### config.mk
export PLATFORM = sky130hd
export DESIGN_NAME = bcd_rtc_date_to_epoch_seconds
export DESIGN_NICKNAME = d
export VERILOG_FILES = /design/src/sv/bcdep_pkg.sv /design/src/sv/bcdep_decode.sv /design/src/sv/bcd_rtc_date_to_epoch_seconds.sv
export SDC_FILE = /design/constraint.sdc
export NUM_CORES = 1
export LEC_CHECK = 0
export BUFFER_PORTS_ARGS = -buffer_cell sky130_fd_sc_hd__buf_4
export CAP_MARGIN = 40
export CORE_MARGIN = 3
export CORE_UTILIZATION = 55
export CTS_BUF_LIST = sky130_fd_sc_hd__clkbuf_4 sky130_fd_sc_hd__clkbuf_8
export DETAILED_ROUTE_END_ITERATION = 8
export GPL_ROUTABILITY_DRIVEN = 0
export MAX_ROUTING_LAYER = met4
export PLACE_DENSITY = 0.72
export SLEW_MARGIN = 20
export SYNTH_ARGS = -nofsm -noshare
export SYNTH_HDL_FRONTEND = slang
export SYNTH_SLANG_ARGS = --single-unit
### constraint.sdc
create_clock -name clock -period 22.4 [get_ports clock]
set_clock_uncertainty 0.2 [all_clocks]
set_input_delay 4.48 -clock clock [delete_from_list [all_inputs] [get_ports clock]]
set_output_delay 4.48 -clock clock [all_outputs]
set_load 0.01 [all_outputs]
### src/sv/bcdep_pkg.sv
// Shared types, constants and the BCD byte decoder for the RTC date to epoch converter.
package bcdep_pkg;

   localparam int unsigned REQ_DATA_W = 48;
   localparam int unsigned RSP_DATA_W = 32;

   localparam logic [7:0]  YEAR_WINDOW   = 8'd45;
   localparam logic [11:0] YEAR_SHIFT    = 12'd30;
   localparam logic [11:0] YEAR_BASE     = 12'd1940;
   localparam logic [11:0] EPOCH_YEAR    = 12'd1970;
   localparam logic [11:0] CENTURY       = 12'd100;
   localparam logic [31:0] EPOCH_DAYS    = 32'd719499;
   localparam logic [8:0]  MONTH_FACTOR  = 9'd367;
   localparam logic [8:0]  DAYS_PER_YEAR = 9'd365;

   // Reciprocal multipliers: floor(x * R >> S) equals x / D over the ranges in use.
   localparam logic [12:0] RECIP_100     = 13'd5243;
   localparam logic [10:0] RECIP_400     = 11'd1311;
   localparam int unsigned YEAR_RECIP_SH = 19;
   localparam logic [13:0] RECIP_12      = 14'd10923;
   localparam int unsigned MON_RECIP_SH  = 17;

   typedef struct packed {
      logic [7:0]  sec;
      logic [7:0]  min;
      logic [5:0]  hour;
      logic [5:0]  day;
      logic [11:0] year;
      logic [4:0]  mon;
   } bcdep_dec_type;

   function automatic logic [7:0] bcd_value(input logic [7:0] b);
      logic [7:0] hi;
      hi = {4'd0, b[7:4]};
      return {4'd0, b[3:0]} + (hi << 3) + (hi << 1);
   endfunction

endpackage

### src/sv/bcdep_decode.sv
// First pipeline stage: BCD decoding, year windowing and March-first month rotation.
module bcdep_decode
   import bcdep_pkg::*;
(
   input  logic                  clock,
   input  logic                  reset,
   input  logic                  en,
   input  logic                  in_valid,
   input  logic [REQ_DATA_W-1:0] in_data,
   output logic                  out_valid,
   output bcdep_dec_type         out_dec
);

   logic          valid_ff;
   bcdep_dec_type dec_ff;
   bcdep_dec_type dec_in;

   logic [7:0]  year_raw;
   logic [11:0] year_win;
   logic [11:0] year_full;
   logic [4:0]  mon_raw;
   logic [7:0]  hour_val;
   logic [7:0]  day_val;
   logic [7:0]  mon_val;

   always_comb begin
      dec_in.sec = bcd_value(in_data[7:0]);
      dec_in.min = bcd_value(in_data[15:8]);
      hour_val   = bcd_value({2'b00, in_data[21:16]});
      day_val    = bcd_value({2'b00, in_data[29:24]});
      mon_val    = bcd_value({3'b000, in_data[36:32]});
      dec_in.hour = hour_val[5:0];
      dec_in.day  = day_val[5:0];
      mon_raw     = mon_val[4:0];

      year_raw = bcd_value(in_data[47:40]);
      if (year_raw < YEAR_WINDOW) begin
         year_win = {4'd0, year_raw} + YEAR_SHIFT + YEAR_BASE;
      end else begin
         year_win = {4'd0, year_raw} + YEAR_BASE;
      end
      if (year_win < EPOCH_YEAR) begin
         year_full = year_win + CENTURY;
      end else begin
         year_full = year_win;
      end

      if (mon_raw <= 5'd2) begin
         dec_in.mon  = mon_raw + 5'd10;
         dec_in.year = year_full - 12'd1;
      end else begin
         dec_in.mon  = mon_raw - 5'd2;
         dec_in.year = year_full;
      end
   end

   always_ff @(posedge clock) begin
      if (reset) begin
         valid_ff <= 1'b0;
      end else if (en) begin
         valid_ff <= in_valid;
      end
   end

   always_ff @(posedge clock) begin
      if (en) begin
         dec_ff <= dec_in;
      end
   end

   assign out_valid = valid_ff;
   assign out_dec   = dec_ff;

endmodule

### src/sv/bcd_rtc_date_to_epoch_seconds.sv
// Top level: six-stage pipeline from raw RTC BCD bytes to 32-bit Unix seconds.
//
//   channel   direction   handshake               payload
//   req       in          req_tvalid/req_tready   six BCD bytes in req_tdata
//   rsp       out         rsp_tvalid/rsp_tready   epoch seconds in rsp_tdata
//
// One beat is accepted per cycle while rsp is not stalled; each result passes
// through the six register stages (decode, products, divisions and day sum,
// hours, minutes, seconds). Reset clears the valid bits of all stages.
// A stall on rsp freezes the whole pipeline and drops req_tready; nothing is
// lost or repeated, and bubbles move up whenever the last stage is empty.
module bcd_rtc_date_to_epoch_seconds
   import bcdep_pkg::*;
(
   input  logic                  clock,
   input  logic                  reset,
   input  logic                  req_tvalid,
   output logic                  req_tready,
   // sec_bcd, min_bcd, hour_bcd, date_bcd, month_bcd, year_bcd (lowest first)
   input  logic [REQ_DATA_W-1:0] req_tdata,
   output logic                  rsp_tvalid,
   input  logic                  rsp_tready,
   // epoch_seconds
   output logic [RSP_DATA_W-1:0] rsp_tdata
);

   logic          en;
   logic          s1_valid;
   bcdep_dec_type s1_dec;

   logic        s2_valid_ff;
   logic [24:0] s2_p100_ff, s2_p100_in;
   logic [21:0] s2_p400_ff, s2_p400_in;
   logic [19:0] s2_y365_ff, s2_y365_in;
   logic [9:0]  s2_y4_ff;
   logic [13:0] s2_mm_ff, s2_mm_in;
   logic [5:0]  s2_day_ff, s2_hour_ff;
   logic [7:0]  s2_min_ff, s2_sec_ff;

   logic        s3_valid_ff;
   logic [27:0] s3_mo_ff, s3_mo_in;
   logic [31:0] s3_dpart_ff, s3_dpart_in;
   logic [5:0]  s3_hour_ff;
   logic [7:0]  s3_min_ff, s3_sec_ff;
   logic [24:0] q100_full;
   logic [21:0] q400_full;

   logic        s4_valid_ff;
   logic [31:0] s4_hrs_ff, s4_hrs_in;
   logic [31:0] days;
   logic [27:0] mo_full;
   logic [7:0]  s4_min_ff, s4_sec_ff;

   logic        s5_valid_ff;
   logic [31:0] s5_mins_ff, s5_mins_in;
   logic [7:0]  s5_sec_ff;

   logic        s6_valid_ff;
   logic [31:0] s6_secs_ff, s6_secs_in;

   assign en         = !s6_valid_ff || rsp_tready;
   assign req_tready = en;

   bcdep_decode u_decode (
      .clock     (clock),
      .reset     (reset),
      .en        (en),
      .in_valid  (req_tvalid),
      .in_data   (req_tdata),
      .out_valid (s1_valid),
      .out_dec   (s1_dec)
   );

   always_comb begin
      s2_p100_in = 25'({13'd0, s1_dec.year} * {12'd0, RECIP_100});
      s2_p400_in = 22'({10'd0, s1_dec.year} * {11'd0, RECIP_400});
      s2_y365_in = 20'({8'd0, s1_dec.year} * {11'd0, DAYS_PER_YEAR});
      s2_mm_in   = 14'({9'd0, s1_dec.mon} * {5'd0, MONTH_FACTOR});

      q100_full   = s2_p100_ff >> YEAR_RECIP_SH;
      q400_full   = s2_p400_ff >> YEAR_RECIP_SH;
      s3_mo_in    = 28'({14'd0, s2_mm_ff} * {14'd0, RECIP_12});
      s3_dpart_in = {12'd0, s2_y365_ff} + {22'd0, s2_y4_ff} - {7'd0, q100_full}
                    + {10'd0, q400_full} + {26'd0, s2_day_ff} - EPOCH_DAYS;

      mo_full   = s3_mo_ff >> MON_RECIP_SH;
      days      = s3_dpart_ff + {4'd0, mo_full};
      s4_hrs_in = (days << 4) + (days << 3) + {26'd0, s3_hour_ff};

      s5_mins_in = (s4_hrs_ff << 6) - (s4_hrs_ff << 2) + {24'd0, s4_min_ff};
      s6_secs_in = (s5_mins_ff << 6) - (s5_mins_ff << 2) + {24'd0, s5_sec_ff};
   end

   always_ff @(posedge clock) begin
      if (reset) begin
         s2_valid_ff <= 1'b0;
         s3_valid_ff <= 1'b0;
         s4_valid_ff <= 1'b0;
         s5_valid_ff <= 1'b0;
         s6_valid_ff <= 1'b0;
      end else if (en) begin
         s2_valid_ff <= s1_valid;
         s3_valid_ff <= s2_valid_ff;
         s4_valid_ff <= s3_valid_ff;
         s5_valid_ff <= s4_valid_ff;
         s6_valid_ff <= s5_valid_ff;
      end
   end

   always_ff @(posedge clock) begin
      if (en) begin
         s2_p100_ff  <= s2_p100_in;
         s2_p400_ff  <= s2_p400_in;
         s2_y365_ff  <= s2_y365_in;
         s2_y4_ff    <= s1_dec.year[11:2];
         s2_mm_ff    <= s2_mm_in;
         s2_day_ff   <= s1_dec.day;
         s2_hour_ff  <= s1_dec.hour;
         s2_min_ff   <= s1_dec.min;
         s2_sec_ff   <= s1_dec.sec;

         s3_mo_ff    <= s3_mo_in;
         s3_dpart_ff <= s3_dpart_in;
         s3_hour_ff  <= s2_hour_ff;
         s3_min_ff   <= s2_min_ff;
         s3_sec_ff   <= s2_sec_ff;

         s4_hrs_ff   <= s4_hrs_in;
         s4_min_ff   <= s3_min_ff;
         s4_sec_ff   <= s3_sec_ff;

         s5_mins_ff  <= s5_mins_in;
         s5_sec_ff   <= s4_sec_ff;

         s6_secs_ff  <= s6_secs_in;
      end
   end

   assign rsp_tvalid = s6_valid_ff;
   assign rsp_tdata  = s6_secs_ff;

endmodule

# [Yosys cells after proc, flatten, opt, wreduce, memory -nomap -nowiden]
# Index checks and enable logic that the tools add are counted.
[word_totals] reg_bits=359 in_bits=52 elab_cells=76
[op_classes] add_sub_neg=31 n_mul=5 magnitude_cmp=3 muxes=3 n_reduce_logical=2
[ops] operator="32-bit by 8-bit adder with 32-bit output" count=1
[ops] operator="32-bit subtractor" count=1
[ops] operator="30-bit by 8-bit adder with 30-bit output" count=1
[ops] operator="30-bit subtractor" count=1
[ops] operator="28-bit adder" count=1
[ops] operator="28-bit by 6-bit adder with 28-bit output" count=1
[ops] operator="14-bit by 14-bit multiplier with 28-bit output (second input constant)" count=1
[ops] operator="25-bit by 11-bit adder with 25-bit output" count=1
[ops] operator="12-bit by 13-bit multiplier with 25-bit output (second input constant)" count=1
[ops] operator="24-bit by 21-bit subtractor with 25-bit output (second input constant)" count=1
[ops] operator="23-bit by 7-bit adder with 24-bit output" count=1
[ops] operator="4-bit by 7-bit adder with 8-bit output" count=3
[ops] operator="8-bit by 5-bit adder with 8-bit output" count=3
[ops] operator="12-bit 2-to-1 mux" count=2
[ops] operator="22-bit by 4-bit adder with 23-bit output" count=1
[ops] operator="12-bit by 11-bit multiplier with 22-bit output (second input constant)" count=1
[ops] operator="21-bit by 6-bit subtractor with 22-bit output" count=1
[ops] operator="20-bit by 10-bit adder with 21-bit output" count=1
[ops] operator="12-bit by 9-bit multiplier with 20-bit output (second input constant)" count=1
[ops] operator="17-bit 2-to-1 mux" count=1
[ops] operator="5-bit by 9-bit multiplier with 14-bit output (second input constant)" count=1
[ops] operator="12-bit by 11-bit adder with 12-bit output (second input constant)" count=1
[ops] operator="12-bit by 7-bit adder with 12-bit output (second input constant)" count=1
[ops] operator="4-bit by 5-bit adder with 6-bit output" count=2
[ops] operator="13 further kinds" count=14

# [Depth between registers and ports, before layout]
# Gate-level depths: netlist of the first run.
[logic_depth] ltp_word=9 ltp_mapped=27 depth_no_buf=25

# [Cells and area by module]
# A second synthesis of the first run with hierarchy kept.
[hier_totals] cells_unflattened=2747 area_unflattened_um2=29552.1
[by_module_without_submodules] module="bcd_rtc_date_to_epoch_seconds" n_inst=1 cells_each=2424 area_each_um2=26088.8 seq_area_each_um2=7697.4
[by_module_without_submodules] module="bcdep_decode" n_inst=1 cells_each=323 area_each_um2=3463.3 seq_area_each_um2=1371.3

# [Least setup slack after synthesis of the first run]
# No wires, ideal clock.
[synth_timing] path_kind="in2out" from="input port rsp_tready" to="output port req_tready" t_arrival_ns=12.933 required_ns=17.720 slack_ns=4.787 cell_stages=2 path_buffers=1 cell_sequence="nand2b_1 clkbuf_1"
[synth_between] elab_chain_len=1
[synth_rtl] item="start: declaration" line="bcd_rtc_date_to_epoch_seconds.sv:22" rtl="input logic rsp_tready,"
[synth_rtl] item="1-bit logical OR" line="bcd_rtc_date_to_epoch_seconds.sv:61" rtl="assign en = !s6_valid_ff || rsp_tready;"
[synth_rtl] item="end: declaration" line="bcd_rtc_date_to_epoch_seconds.sv:18" rtl="output logic req_tready,"
# No other way between the ends.

==> results of run 1 <==
==> layout by cell type, fill, tap and decap left out, types with 50 or more instances in the layout <==
cell,n
clkbuf_8,53
nand2_1,88
a21oi_1,141
xnor2_1,150
ha_1,547
fa_1,212
o21ai_0,80
xor2_1,50
edfxtp_1,298
buf_4,82
a21o_1,66
nor2_1,112
inv_1,528
==> per-stage QoR <==
| step | instance area [µm²] | setup slack, ns | cells |
|---|---|---|---|
| floorplan | 28580 | 4.787 | 2609 |
| global placement | 30000 | 11.82 | 3354 |
| detailed placement | 30060 | 11.70 | 3356 |
| CTS | 31170 | 12.36 | 3451 |
| global route | 31200 | 11.90 | 3454 |
| finish | 31200 | 12.23 | 3454 |
==> layer usage <==
layer / vias up / wire (µm) / track usage (%)
met5: - / 0 / -
met4: 0 / 1253 / 5.777
met3: 100 / 1897 / 3.523
met2: 255 / 25130 / 34.39
met1: 8646 / 20690 / 22.16
li1: 9209 / - / -
==> state kept, by name (all words and copies together), names as in the netlist, 10 cells and up <==
register and cells:
u_decode.out_dec 45, rsp_tdata 32, s5_mins_ff 30, s4_hrs_ff 28
s3_dpart_ff 25, s2_y365_ff 19, s2_mm_ff 14, s3_mo_ff 11
s2_y4_ff 10
==> how the worst min path moves through the flow <==
stage / end / slack [ns] / depth (start not counted) / from
CTS: s3_hour_ff[4] / 0.21 / 0 / s2_hour_ff[4]
detailed placement: s2_hour_ff[4] / 0.20 / 0 / u_decode.out_dec[27]
floorplan: rsp_tdata[0] / 0.20 / 0 / s5_sec_ff[0]
finish: s5_sec_ff[1] / 0.21 / 0 / s4_sec_ff[1]
global route: s2_min_ff[6] / 0.21 / 0 / u_decode.out_dec[35]
global placement: s3_sec_ff[0] / 0.20 / 0 / s2_sec_ff[0]
==> layout make-up <==
type / count / area [µm²]
flip-flops and latches: 304 / 9069
diodes: 1 / 2.502
fillers: 4047 / 19580
clock buffers: 67 / 834.6
clock inverters: 28 / 281.5
multi-input cells: 1768 / 17500
repair buffers: 86 / 695.7
inverters: 528 / 1982
well taps: 672 / 840.8
==> cell families after synthesis <==
kind of cell / count (synthesis) / share of synthesized area [%]
fa+ha+maj: 759 / 38.79
buf+inv: 537 / 7.087
compound gates: 446 / 10.06
simple gates: 352 / 5.796
flops: 304 / 31.73
xor+xnor: 201 / 6.185
mux: 10 / 0.3502
==> impl_metrics.json, run 1 <==
{
  "crit_family": "simple AND/OR/NAND/NOR gates",
  "cp.arrival_ns": 10.45,
  "hold_buffers": 0,
  "pin_count": 86,
  "cap_violations": 0,
  "vias": 18210,
  "crit_required_ns": 22.67,
  "cts_setup_buffers": 0,
  "layout_min_cycle_time_ns": 10.17,
  "cts_made_buffers": 53,
  "clock-sinks": 304,
  "critPathBufInv": 4,
  "relSlewSlack_pct": 44.59,
  "whs_ns": 0.2112,
  "die_area_um2": 54740,
  "synth_cell_types": 71,
  "ys_top_cells_by_count": "547 x ha_1, 528 x inv_1, 298 x edfxtp_1, 212 x fa_1, 150 x xnor2_1",
  "first_pass_iters": 5,
  "synthToLayoutAreaGrowth_pct": 9.162,
  "nNetsFinal": 3552,
  "synth_top_cell_area_share_pct": 31.31,
  "rsz0062_at_grt": "false",
  "reg2reg_slack_ns": 15.95,
  "grt_max_degree": 70,
  "syn_inst": 2609,
  "grt_pass1_wl_um": 84930,
  "drc": 0,
  "cp-end-kind": "register",
  "tns_ns": 0,
  "max_clock_freq_ghz": 0.09831,
  "final_util_pct": 61.44,
  "grt_antenna_before_repair": 1,
  "synth_edf_count": 298,
  "cts_root_buf": "clkbuf_8",
  "r2r_start": "u_decode.out_dec[12]",
  "status": "finished clean",
  "syn_area_per_cell_um2": 10.96,
  "setup_viol": 0,
  "num_rows": 82,
  "worstSetupPathType": "input pin to register",
  "yosysTopAreaCell": "edfxtp_1",
  "cts_repair_resize_count": 0,
  "syn_nets": 3420,
  "final_hold_viol_count": 0,
  "start_kind": "input pin",
  "syn_area_um2": 28580,
  "via_per_inst": 5.272,
  "grt_pass1_vias": 18936,
  "grtUsageTotal_pct": 19.29,
  "timing.rr.end": "s2_p100_ff[24]",
  "ant_nets": 0,
  "startpoint": "req_tdata[44]",
  "wire_per_inst_um": 14.18,
  "period_share_pct": 45.41,
  "worstSkewPairLatency_ns": 0.63,
  "cts.reportedPaths.clkPinSlew_ns": 0.06,
  "path_max_fanout": 11,
  "reg2reg_depth": 15,
  "cpPeakStageDelay_ns": 0.67,
  "ys_top_cells_by_area": "edfxtp_1 31%, ha_1 24%, fa_1 15%, inv_1 6.9%, xnor2_1 4.6%",
  "start_util_pct": 56.28,
  "coreArea_um2": 50790,
  "ys.flop_type": "edfxtp_1",
  "synth_seq_cells": 304,
  "totalWireLength_um": 48970,
  "die_h_um": 234.0,
  "ys_async_sr_fraction_pct": 0,
  "yosys_warnings": 0,
  "die_w_um": 234.0,
  "worst_slew_pin_slew_ns": 0.8102,
  "h-tree-depth": 2,
  "crit_cells": 23,
  "slowest_stage": "fa_1",
  "yosysMostFrequentCell": "ha_1",
  "initialDrtViolationCount": 636,
  "overflow": 0,
  "dp_hpwl_um": 40160,
  "max-clock-path-buffers": 3,
  "hp-class": "register to register",
  "final_layout_size_suffix_gt1_share_pct": 6.832,
  "cp-endpoint": "u_decode.out_dec[14]",
  "cts_tree": "built",
  "drv_slew": 0,
  "yosysSeqAreaShare_pct": 31.73,
  "crit_chain": "buf_4 > inv_1 > fa_1 > fa_1 > nor2b_1 > a21o_1 > or4_1 > and3_1 > a21oi_1 > inv_1 > ha_1 > inv_1 > nand2_1 > a21oi_1 > a21oi_1 > or3_1 > a32oi_1 > o211ai_2 > and2b_1 > or4_1 > a21boi_1 > nand2_1 > o21bai_1",
  "io_buffers": 78
}
Power of run 1 is left out: the tool's default activity adds up to more than one toggle a clock period on the data nets, which glitch-free logic cannot reach.
==> run 2, diff against run 1 <==
clock period = 10 ns   (was 22.4 ns; I/O delays follow)
==> run 2 against run 1 <==
Compared with the run above:
- first-iteration DRC count rose by 12%
- die area did not move
- sequential share of layout area barely moved
- setup slack got worse by 9.9 ns
- register-to-register slack got worse by 12 ns
==> impl_metrics.json, run 2 (same netlist as run 1, synthesis figures left out) <==
{
  "cts.reportedPaths.clkPinSlew_ns": 0.06,
  "io_buffers": 78,
  "worstSkewPairLatency_ns": 0.63,
  "num_rows": 82,
  "crit_required_ns": 10.27,
  "largest_register_ffs": 45,
  "pin_count": 86,
  "clock-sinks": 304,
  "reg2reg_depth": 19,
  "grt_pass1_wl_um": 87060,
  "die_area_um2": 54740,
  "final_layout_size_suffix_gt1_share_pct": 7.081,
  "slowest_stage": "fa_1",
  "drc": 0,
  "hold_buffers": 0,
  "tns_ns": 0,
  "layout_common_cells": "547 x ha_1, 528 x inv_1, 298 x edfxtp_1",
  "cts_root_buf": "clkbuf_8",
  "wire_per_inst_um": 14.16,
  "multi_input_area_um2": 17500,
  "nNetsFinal": 3549,
  "grt_max_degree": 158,
  "synthToLayoutAreaGrowth_pct": 9.262,
  "worstSetupPathType": "input pin to register",
  "max_clock_freq_ghz": 0.1304,
  "grtUsageTotal_pct": 19.68,
  "vias": 18354,
  "crit_cells": 23,
  "layout_min_cycle_time_ns": 7.667,
  "drv_slew": 0,
  "status": "finished clean",
  "die_h_um": 234.0,
  "final_cells": 3459,
  "cts_setup_buffers": 0,
  "start_kind": "input pin",
  "h-tree-depth": 2,
  "initialDrtViolationCount": 710,
  "cp.arrival_ns": 7.94,
  "final_hold_viol_count": 0,
  "hold_depth": 0,
  "via_per_inst": 5.306,
  "reg2reg_slack_ns": 3.66,
  "die_w_um": 234.0,
  "grt_antenna_before_repair": 1,
  "hp-class": "register to register",
  "critPathBufInv": 4,
  "cp-endpoint": "u_decode.out_dec[14]",
  "rsz0062_at_grt": "false",
  "cp-end-kind": "register",
  "numPlacedInstances": 3354,
  "crit_family": "simple AND/OR/NAND/NOR gates",
  "totalWireLength_um": 48980,
  "period_share_pct": 76.67,
  "start_util_pct": 56.28,
  "fillers": 3978,
  "max-clock-path-buffers": 3,
  "cpPeakStageDelay_ns": 0.69,
  "cts_tree": "built",
  "cts_repair_resize_count": 0,
  "cts_made_buffers": 53,
  "cap_violations": 0,
  "crit_chain": "buf_4 > inv_1 > fa_1 > fa_1 > nor2b_1 > a21o_1 > or4_1 > and3_1 > a21oi_1 > inv_1 > ha_1 > inv_1 > nand2_1 > a21oi_1 > a21oi_1 > or3_1 > a32oi_1 > o211ai_2 > and2b_1 > or4_1 > a21boi_1 > nand2_1 > o21bai_1",
  "timing.rr.end": "s3_mo_ff[27]",
  "whs_ns": 0.2168,
  "startpoint": "req_tdata[43]",
  "path_max_fanout": 11,
  "setup_viol": 0,
  "coreArea_um2": 50790,
  "final_util_pct": 61.50,
  "worst_slew_pin_slew_ns": 0.8323,
  "r2r_start": "s2_mm_ff[7]",
  "grt_pass1_vias": 19571,
  "layout_commonest_cell": "ha_1",
  "first_pass_iters": 5,
  "overflow": 0,
  "relSlewSlack_pct": 44.51,
  "seqCellArea_um2": 9069,
  "dp_hpwl_um": 39990,
  "ant_nets": 0
}
-- run 2: cell types whose count changed in the layout (fill, tap and decap cells not counted), sizes merged --
cell	before	now
buf	86	83
inv	531	530
clkinv	18	17
clkinvlp	2	1
clkbuf	67	74
diode	1	5
-- run 2: worst register-to-register path, stage by stage (launching register included) --
cell and delay (ns):
edfxtp_1 0.48, ha_1 0.35, ha_1 0.33, fa_1 0.54, fa_1 0.52, fa_1 0.59
fa_1 0.43, ha_1 0.32, a21o_1 0.16, a21o_1 0.18, a2111oi_0 0.51, nor2_1 0.10
a21oi_1 0.15, o31ai_1 0.16, a21o_1 0.24, o211a_1 0.25, o21a_1 0.20, o21a_1 0.19
nor2_1 0.11, xnor2_1 0.08
-- run 2: how the worst min path moves through the flow --
stage / slack [ns] / start / end
final: 0.22 / u_decode.out_dec[33] / s2_min_ff[4]
after CTS: 0.21 / u_decode.out_dec[19] / s2_day_ff[2]
after floorplan: 0.20 / s5_sec_ff[0] / rsp_tdata[0]
after global placement: 0.20 / s5_sec_ff[0] / rsp_tdata[0]
after global routing: 0.22 / u_decode.out_dec[42] / s2_sec_ff[5]
after detailed placement: 0.20 / u_decode.out_dec[37] / s2_sec_ff[0]
-- run 2: final cells by class --
class                      instances  share of cell area (%)
clock buffer                      74                   2.901
tap                              672                   2.692
inverter                         528                   6.346
sequential                       304                   29.04
clock inverter                    25                  0.8694
antenna                            5                 0.04006
timing repair buffer              83                   2.091
multi-input combinational       1768                   56.02
-- run 2: layer usage --
metal / vias to the layer above / GRT usage (%) / part of all wire, %
li1: 9194 / - / -
met1: 8779 / 22.63 / 42
met2: 270 / 35.36 / 52
met3: 111 / 3.353 / 3.7
met4: 0 / 5.700 / 2.6
met5: - / - / 0
-- run 2: stage by stage --
stage / area, µm² / worst slack, ns
after global placement: 30010 / 1.949
final: 31230 / 2.333
after detailed placement: 30040 / 1.855
after floorplan: 28580 / 1.857
after global routing: 31230 / 2.038
after CTS: 31210 / 2.527
Power of run 2 is left out for the same reason.
==> run 3, diff against run 2 <==
PLACE_DENSITY = 0.75   (was 0.72)
clock period = 6.2 ns   (was 10 ns; I/O delays follow)
==> run 3 against run 2 <==
Compared with the run above:
- cell count is 0.72% higher
- critical path depth down 4
- non-clock buffer count increased by 38
- die area is the same
- hold slack lost 0.0057 ns
- sequential share of layout area is 0.24 points lower
- count of clock-buffer cells in the layout decreased by 7
- global-route usage about the same
- via count grew 0.69%
- flip-flop and latch count did not move
- wire length up 1.2%
==> impl_metrics.json, run 3 (same netlist as run 1, synthesis figures left out) <==
{
  "die_area_um2": 54740,
  "crit_required_ns": 6.38,
  "numPlacedInstances": 3390,
  "rsz0062_at_grt": "false",
  "totalWireLength_um": 49560,
  "io_buffers": 78,
  "period_share_pct": 96.95,
  "grt_antenna_before_repair": 1,
  "final_hold_viol_count": 0,
  "fin_ws_ns": 0.1889,
  "status": "finished clean",
  "hold_depth": 0,
  "h-tree-depth": 2,
  "grtUsageTotal_pct": 19.68,
  "die_h_um": 234.0,
  "cap_violations": 0,
  "grt_pass1_vias": 19411,
  "startpoint": "s2_mm_ff[5]",
  "worstSetupPathType": "register to register",
  "largest_register_ffs": 45,
  "drv_slew": 0,
  "cts_tree": "built",
  "synthToLayoutAreaGrowth_pct": 10.17,
  "cp.arrival_ns": 6.19,
  "final_layout_size_suffix_gt1_share_pct": 8.609,
  "hp-class": "register to register",
  "worst_slew_pin_slew_ns": 0.7733,
  "overflow": 0,
  "layout_min_cycle_time_ns": 6.011,
  "max_clock_freq_ghz": 0.1664,
  "clock-sinks": 304,
  "min_from": "u_decode.out_dec[36]",
  "reg2reg_depth": 19,
  "cts.reportedPaths.clkPinSlew_ns": 0.06,
  "die_w_um": 234.0,
  "grt_pass1_wl_um": 86850,
  "drc": 0,
  "num_rows": 82,
  "ant_nets": 0,
  "cts_root_buf": "clkbuf_8",
  "layout_common_cells": "545 x ha_1, 524 x inv_1, 298 x edfxtp_1",
  "pin_count": 86,
  "setup_viol": 0,
  "start_util_pct": 56.28,
  "hold_buffers": 0,
  "cp-end-kind": "register",
  "tns_ns": 0,
  "relSlewSlack_pct": 48.45,
  "dp_hpwl_um": 40150,
  "grt_max_degree": 156,
  "first_pass_iters": 7,
  "max-clock-path-buffers": 3,
  "initialDrtViolationCount": 730,
  "layout_commonest_cell": "ha_1",
  "nNetsFinal": 3586,
  "via_per_inst": 5.304,
  "start_kind": "register",
  "vias": 18480,
  "dp_slack_ns": -0.1047,
  "wire_per_inst_um": 14.22,
  "coreArea_um2": 50790,
  "path_max_fanout": 2,
  "final_cells": 3484,
  "r2r_start": "s2_mm_ff[5]",
  "worstSkewPairLatency_ns": 0.65,
  "cts_made_buffers": 52
}
-- run 3: worst paths after layout --
path	to	slack, ns
hold reg to reg	s2_min_ff[7]	0.21
setup reg to reg	s3_mo_ff[27]	0.19
hold / removal	s2_min_ff[7]	0.21
setup / recovery	s3_mo_ff[27]	0.19
-- run 3: area by class of cell --
cell class / instances / area [µm²]
Inverter: 528 / 1992
Timing Repair Buffer: 121 / 930.9
Clock inverter: 23 / 235.2
Fill cell: 3945 / 19300
Clock buffer: 67 / 828.3
Multi-Input combinational cell: 1768 / 17590
Tap cell: 672 / 840.8
Sequential cell: 304 / 9069
Antenna cell: 1 / 2.502
-- run 3: routing by layer --
layer  vias up  share of wire (%)  global-route usage (%)
met4         0                3.5                   7.364
met3       118                3.4                   2.539
met1      8818                 42                   22.45
met5         -                  0                       -
met2       275                 51                   35.39
li1       9269                  -                       -
-- run 3: metrics by stage --
stage	util [%]	instance area [µm²]	hold WS, ns
2_1_floorplan	-	28660	0.2003
3_3_place_gp	59.76	30350	0.2006
3_5_place_dp	59.76	30350	0.2045
5_1_grt	62.01	31490	0.2173
6_report	62.01	31490	0.2111
4_1_cts	61.85	31410	0.2133
-- run 3: repair_timing --
action	CTS	global route
resized for setup	0	8
buffers inserted	0	1
endpoints found under the setup margin	0	10
-- run 3: worst max-delay path, cell delays in order, from the launching register on --
cell,delay (ns)
edfxtp_1,0.40
ha_1,0.33
ha_1,0.34
fa_1,0.53
fa_1,0.52
fa_1,0.57
fa_1,0.43
ha_1,0.33
a21o_1,0.17
a21o_1,0.20
a2111oi_4,0.37
nor2_1,0.08
a21oi_1,0.13
o31ai_1,0.11
a21o_1,0.21
o211a_1,0.24
o21a_1,0.18
o21a_1,0.19
nor2_1,0.11
xnor2_1,0.09
Power of run 3 is left out for the same reason.
